`src/design/tsh_pkg.sv`:
```
// Package for the TEA string hash block.
// Holds the hash constants, the length width and the round arithmetic.
// No dependencies.
package tsh_pkg;

   localparam int LENGTH_BITS = 31;

   localparam logic [31:0] TEA_DELTA   = 32'h9E37_79B9;
   localparam logic [31:0] HASH_A_INIT = 32'h9464_a485;
   localparam logic [31:0] HASH_B_INIT = 32'h542e_1a94;

   localparam int BLOCK_ROUNDS = 6;
   localparam int FINAL_ROUNDS = 10;

   localparam logic [LENGTH_BITS-1:0] COUNT_MAX = {LENGTH_BITS{1'b1}};

   typedef logic [7:0]  byte_type;
   typedef logic [31:0] word_type;

   // One half of a TEA round: acc plus the mix of v with the two keys.
   function automatic word_type tea_half(input word_type acc, input word_type v,
                                         input word_type ka, input word_type kb,
                                         input word_type sum);
      tea_half = acc + (((v << 4) + ka) ^ (v + sum) ^ ((v >> 5) + kb));
   endfunction

   // Little-endian word from four bytes.
   function automatic word_type le_word(input byte_type b0, input byte_type b1,
                                        input byte_type b2, input byte_type b3);
      le_word = {b3, b2, b1, b0};
   endfunction

   // Tail word of a partial block: the pad shifted in by rem sign-extended bytes.
   function automatic word_type tail_word(input word_type pad, input byte_type b0,
                                          input byte_type b1, input byte_type b2,
                                          input logic [1:0] rem);
      word_type w;
      w = pad;
      if (rem > 2'd0) w = (w << 8) | {{24{b0[7]}}, b0};
      if (rem > 2'd1) w = (w << 8) | {{24{b1[7]}}, b1};
      if (rem > 2'd2) w = (w << 8) | {{24{b2[7]}}, b2};
      tail_word = w;
   endfunction

endpackage

```
`src/design/tea_string_hash.sv`:
```
// TEA string hash, top level.
// Uses tsh_pkg for constants and the round arithmetic.
//
// Usage:
//   req_* carries one message byte per item (req_data_byte), or no byte when
//   req_no_data is set; req_last ends the message. rsp_* returns one 32-bit
//   hash per message, after its last item.
//   A byte that neither completes a 16-byte block nor ends the message leaves
//   the sequencer idle. A byte that completes a block is followed by loading the
//   block words, the six TEA rounds on the shared round unit (one half-round
//   per cycle) and the feed-forward add. The last item is followed by setting
//   up the tail, ten rounds and the add when a partial block is left, and
//   posting the hash.
//   req_ready is high only while the sequencer is idle.
//   rsp_valid holds with rsp_hash_value until rsp_ready; bytes of the next
//   message are taken meanwhile, and only posting the next hash waits.
//   Reset (synchronous) returns the hash words and length to their initial
//   values and drops any pending result. The length saturates at
//   2^LENGTH_BITS - 1; bytes beyond it are dropped.
module tea_string_hash (
   input  logic        clock,
   input  logic        reset,
   input  logic        req_valid,
   output logic        req_ready,
   input  logic [7:0]  req_data_byte,
   input  logic        req_no_data,
   input  logic        req_last,
   output logic        rsp_valid,
   input  logic        rsp_ready,
   output logic [31:0] rsp_hash_value
);
   import tsh_pkg::*;

   typedef enum logic [2:0] {
      ST_IDLE, ST_LOAD, ST_MIX, ST_FEED, ST_FIN, ST_DONE
   } state_type;

   state_type            state_ff, state_in;
   logic [LENGTH_BITS-1:0] count_ff, count_in;
   word_type             hash_a_ff, hash_a_in;
   word_type             hash_b_ff, hash_b_in;
   byte_type             block_ff [16];
   byte_type             block_in [16];
   word_type             w_ff [4];
   word_type             w_in [4];
   word_type             x_ff, x_in, y_ff, y_in, sum_ff, sum_in;
   logic                 phase_ff, phase_in;
   logic [3:0]           round_ff, round_in;
   logic                 last_ff, last_in;
   logic                 final_ff, final_in;
   logic                 rsp_valid_ff, rsp_valid_in;
   word_type             rsp_hash_ff, rsp_hash_in;

   logic                 accept;
   logic                 take;
   logic [3:0]           round_limit;
   word_type             half_out;
   word_type             pad;
   logic [1:0]           nfull;
   logic [1:0]           rem;
   word_type             full_w [4];
   word_type             tail_w [4];

   assign req_ready      = (state_ff == ST_IDLE);
   assign rsp_valid      = rsp_valid_ff;
   assign rsp_hash_value = rsp_hash_ff;

   assign accept = req_valid && req_ready;
   assign take   = !req_no_data && (count_ff != COUNT_MAX);

   assign round_limit = final_ff ? 4'(FINAL_ROUNDS - 1) : 4'(BLOCK_ROUNDS - 1);

   // Shared half-round unit: x update in phase 0, y update in phase 1.
   assign half_out = phase_ff ? tea_half(y_ff, x_ff, w_ff[2], w_ff[3], sum_ff)
                              : tea_half(x_ff, y_ff, w_ff[0], w_ff[1], sum_ff);

   assign pad   = {4{count_ff[7:0]}};
   assign nfull = count_ff[3:2];
   assign rem   = count_ff[1:0];

   always_comb begin
      for (int j = 0; j < 4; j++) begin
         full_w[j] = le_word(block_ff[4*j], block_ff[4*j+1],
                             block_ff[4*j+2], block_ff[4*j+3]);
         tail_w[j] = tail_word(pad, block_ff[4*j], block_ff[4*j+1],
                               block_ff[4*j+2], rem);
      end
   end

   always_comb begin
      state_in     = state_ff;
      count_in     = count_ff;
      hash_a_in    = hash_a_ff;
      hash_b_in    = hash_b_ff;
      block_in     = block_ff;
      w_in         = w_ff;
      x_in         = x_ff;
      y_in         = y_ff;
      sum_in       = sum_ff;
      phase_in     = phase_ff;
      round_in     = round_ff;
      last_in      = last_ff;
      final_in     = final_ff;
      rsp_valid_in = rsp_valid_ff && !rsp_ready;
      rsp_hash_in  = rsp_hash_ff;

      case (state_ff)
         ST_IDLE: begin
            if (accept) begin
               last_in = req_last;
               if (take) begin
                  block_in[count_ff[3:0]] = req_data_byte;
                  count_in = count_ff + 1'b1;
               end
               if (take && (count_ff[3:0] == 4'hF)) state_in = ST_LOAD;
               else if (req_last)                   state_in = ST_FIN;
            end
         end
         ST_LOAD: begin
            w_in     = full_w;
            x_in     = hash_a_ff;
            y_in     = hash_b_ff;
            sum_in   = TEA_DELTA;
            phase_in = 1'b0;
            round_in = '0;
            state_in = ST_MIX;
         end
         ST_MIX: begin
            if (!phase_ff) begin
               x_in     = half_out;
               phase_in = 1'b1;
            end else begin
               y_in     = half_out;
               phase_in = 1'b0;
               sum_in   = sum_ff + TEA_DELTA;
               round_in = round_ff + 1'b1;
               if (round_ff == round_limit) state_in = ST_FEED;
            end
         end
         ST_FEED: begin
            hash_a_in = hash_a_ff + x_ff;
            hash_b_in = hash_b_ff + y_ff;
            if (!last_ff)      state_in = ST_IDLE;
            else if (final_ff) state_in = ST_DONE;
            else               state_in = ST_FIN;
         end
         ST_FIN: begin
            if (count_ff[3:0] == 4'h0) begin
               state_in = ST_DONE;
            end else begin
               for (int j = 0; j < 4; j++) begin
                  if (2'(j) < nfull)       w_in[j] = full_w[j];
                  else if (2'(j) == nfull) w_in[j] = tail_w[j];
                  else                     w_in[j] = pad;
               end
               x_in     = hash_a_ff;
               y_in     = hash_b_ff;
               sum_in   = TEA_DELTA;
               phase_in = 1'b0;
               round_in = '0;
               final_in = 1'b1;
               state_in = ST_MIX;
            end
         end
         ST_DONE: begin
            // wait for the output slot to free up
            if (!rsp_valid_ff || rsp_ready) begin
               rsp_valid_in = 1'b1;
               rsp_hash_in  = hash_a_ff ^ hash_b_ff;
               hash_a_in    = HASH_A_INIT;
               hash_b_in    = HASH_B_INIT;
               count_in     = '0;
               last_in      = 1'b0;
               final_in     = 1'b0;
               state_in     = ST_IDLE;
            end
         end
         default: state_in = ST_IDLE;
      endcase
   end

   always_ff @(posedge clock) begin
      block_ff    <= block_in;
      w_ff        <= w_in;
      x_ff        <= x_in;
      y_ff        <= y_in;
      sum_ff      <= sum_in;
      phase_ff    <= phase_in;
      round_ff    <= round_in;
      rsp_hash_ff <= rsp_hash_in;
      if (reset) begin
         state_ff     <= ST_IDLE;
         count_ff     <= '0;
         hash_a_ff    <= HASH_A_INIT;
         hash_b_ff    <= HASH_B_INIT;
         last_ff      <= 1'b0;
         final_ff     <= 1'b0;
         rsp_valid_ff <= 1'b0;
      end else begin
         state_ff     <= state_in;
         count_ff     <= count_in;
         hash_a_ff    <= hash_a_in;
         hash_b_ff    <= hash_b_in;
         last_ff      <= last_in;
         final_ff     <= final_in;
         rsp_valid_ff <= rsp_valid_in;
      end
   end

endmodule

```
`config.mk`:
```
export PLATFORM = sky130hd
export DESIGN_NAME = tea_string_hash
export DESIGN_NICKNAME = d
export VERILOG_FILES = /design/src/design/tsh_pkg.sv /design/src/design/tea_string_hash.sv
export SDC_FILE = /design/constraint.sdc
export NUM_CORES = 2
export LEC_CHECK = 0
export ABC_CLOCK_PERIOD_IN_PS = 29100
export BUFFER_PORTS_ARGS = -buffer_cell sky130_fd_sc_hd__buf_4
export CORE_MARGIN = 2
export CORE_UTILIZATION = 50
export DETAILED_ROUTE_END_ITERATION = 12
export GPL_TIMING_DRIVEN = 0
export PLACE_DENSITY = 0.67
export SLEW_MARGIN = 0
export SYNTH_ARGS = -nofsm -noshare
export SYNTH_HDL_FRONTEND = slang
export SYNTH_SLANG_ARGS = --single-unit
```
`constraint.sdc`:
```
create_clock -name clock -period 29.1 [get_ports clock]
set_input_delay 8.73 -clock clock [delete_from_list [all_inputs] [get_ports clock]]
set_output_delay 8.73 -clock clock [all_outputs]
set_load 0.1 [all_outputs]
```
==> summary.txt <==
share of cells above drive strength 1 - 0.0449
Worst R2R Path Depth - 24
max frequency - 0.0892 GHz
Die Y - 274 um
Max Cap Viol - 0
Synth Area per Inst - 9.26 um^2
hold slack final - 0.477 ns
Initial Util - 0.502
Compound-Gate Fraction of Synth Area - 0.219
Crit-path slowest cell - nor3_1
H-tree levels - 2
worst-path cell chain - nor3_1, buf_4
Synth cell types - 91
hold crit path type - reg2reg
adder-cell share of the synthesized area - 0.112
RSZ-0062 raised after global routing - no
CTS sink cnt - 490
IO Pins - 48
Placer Congestion - 1.02
Mapped Cells - 3940
Rows - 99
I/O Buffers - 46
residual DRC count - 0
CTS clock-pin slew for the worst setup and hold paths - 0.06 ns
DRT Wirelength - 133 mm
ys flop type - edfxtp_1
Max Clock Skew - 0.0292 ns
asr flop ratio synth - 0
Max clock buf depth - 3
first-pass GRT wire length - 192 mm
count of pins over their slew limit - 0
setup violators final - 0
setup bufs post-CTS - 0
share of the yosys chip area belonging to registers - 0.376
Max-slew headroom - 0.109
Worst Setup EP - req_ready
final worst-path cycle share - 0.385
crit path DAT - 2.48 ns
status - completed
Critical Path Source Type - register
Die W - 274 um
vias in the first global route - 30062
YS warnings - 0
RR Startpoint - x_ff[5]
largest net degree at the start of global routing - 25
CTS Root Cell - clkbuf_16
Fin. Hold Viols - 0
GRT Resource Usage Total - 0.347
setup ws final - 17.89 ns
# resized after CTS - 0
total CTS buffers - 56
CTS tree - built
initial antenna violation count - 9
drt wl/cell - 26.2 um
drt pass-1 iters - 6
kind of critical path - reg2out
Vias - 31841
XOR/XNOR Fraction of Synth Area - 0.119
Synth Area in Simple Gates - 0.143
Worst Tran Pin Value - 1.33 ns
area grow syn2layout - 10.2%
Place WS - 17.73 ns
Post-CTS Hold Buffers - 0
antenna-violating nets left - 0
DIE AREA - 75100 um^2
Clock Latency Late Sink - 0.65 ns
Synth Register Bits - 490
Crit. End Element - output pin
syn nets - 4275
required time worst endpoint - 20.37 ns
post-synthesis mux area share - 0.00906
Core Area - 72600 um^2
EDFF count, synth - 389
grt ovf - 0
nets - 4391
reg2reg end - x_ff[31]
Critical Path Fanout Max - 6
fin crit period - 11.21 ns
R2R Setup Slk - 21.87 ns
largest family of logic cells by synthesized area - compound AO/OA/AOI/OAI gates
DP HPWL - 104 mm
Mapped Area - 36500 um^2
1st-iter DRT viols - 3215
Crit. Startpoint - state_ff[2]
final setup TNS - 0 ns
Vias per Instance - 6.29
Crit path largest cell delay - 1.05 ns
==> cells in the mapped netlist (all sizes together) (10+ instances only) <==
cell      n  area, um^2
edfxtp  389       11700
nand2   383        1440
nor2    346        1300
xnor2   343        3000
a21oi   332        1660
ha      311        3890
o21ai   308        1550
a21o    154        1160
xor2    143        1250
clkbuf  122         458
dfxtp   101        2020
nand3    81         405
inv      71         267
nor3     64         325
o21a     61         458
nand2b   55         344
a31oi    47         315
a211oi   45         343
and3     44         275
o21bai   39         293
o211ai   37         283
o22ai    37         231
nor2b    35         219
o22a     34         298
mux2i    33         330
nand4    29         181
and2     25         156
or3      25         156
buf      21        80.1
a22oi    17         128
a21boi   16         120
or2      14        87.6
and4     12         105
a211o    11        96.3
fa       10         200
==> worst max-delay path, delay by kind of cell (launching register included) <==
| kind | cells | cell delay [ns] |
|---|---|---|
| buf+inv | 1 | 0.46 |
| flops | 1 | 0.32 |
| simple gates | 1 | 1.05 |
==> logic make-up after synthesis <==
kind of cell	Yosys count
mux	33
compound gates	1251
fa+ha+maj	321
flops	490
buf+inv	214
simple gates	1142
xor+xnor	489
==> registers in the layout, summed over array words and instances (netlist names), 32 cells and up <==
register,count
block_ff,128
w_ff,128
hash_a_ff,32
hash_b_ff,32
rsp_hash_value,32
sum_ff,32
x_ff,32
y_ff,32
==> area by class of cell <==
type                       instances  area, um^2
timing repair buffer              58         588
antenna                            2        5.00
clock inverter                    30         363
clock buffer                      74        1520
inverter                          71         267
tap                              959        1200
multi-input combinational       3236       22000
fill                            6634       32400
buffer                           143         539
sequential                       490       13700
==> how the worst min path moves through the flow <==
stage                             from            to  depth (start not counted)
after floorplan           count_ff[30]  count_ff[30]                          2
after global placement    count_ff[30]  count_ff[30]                          2
after detailed placement  count_ff[30]  count_ff[30]                          2
after CTS                 count_ff[30]  count_ff[30]                          2
after global routing      count_ff[30]  count_ff[30]                          2
final                     count_ff[30]  count_ff[30]                          2
==> metrics by stage <==
step	std cells	utilization	instance area, um^2
after floorplan	3940	-	36500
after global placement	4945	0.524	38000
after detailed placement	4957	0.528	38300
after CTS	5061	0.553	40200
after global routing	5061	0.553	40200
final	5063	0.554	40200
==> metal layers <==
metal | up-vias | part of all wire | routed length (um) | track usage
met5 | - | 0.00050 | 66 | 0
li1 | 14789 | - | - | -
met4 | 10 | 0.058 | 7730 | 0.175
met1 | 15257 | 0.40 | 53000 | 0.438
met3 | 365 | 0.080 | 10500 | 0.0546
met2 | 1420 | 0.46 | 61200 | 0.576
==> cells in the final DEF, fill, tap and decap left out, types with 20 or more instances in the layout <==
cell       instances
o21ai_1           45
edfxtp_1         389
ha_1             311
o22ai_1           37
o21a_1            61
a21oi_1          331
a21o_1           154
or3_1             25
buf_4             46
nor2_1           345
nor2b_1           35
and2_1            23
o21bai_1          39
nand2_1          382
xor2_1           143
nand2b_1          55
dfxtp_1          101
and3_1            44
inv_1             67
clkbuf_16         57
xnor2_1          343
o22a_1            34
o211ai_1          36
a31oi_1           45
nand4_1           29
buf_1             20
o21ai_0          262
clkbuf_1         135
nor3_1            63
nand3_1           81
a211oi_1          43
mux2i_1           33
Power is not shown: default switching activity piles up to over one toggle a cycle in this logic, so the estimate is an artifact.
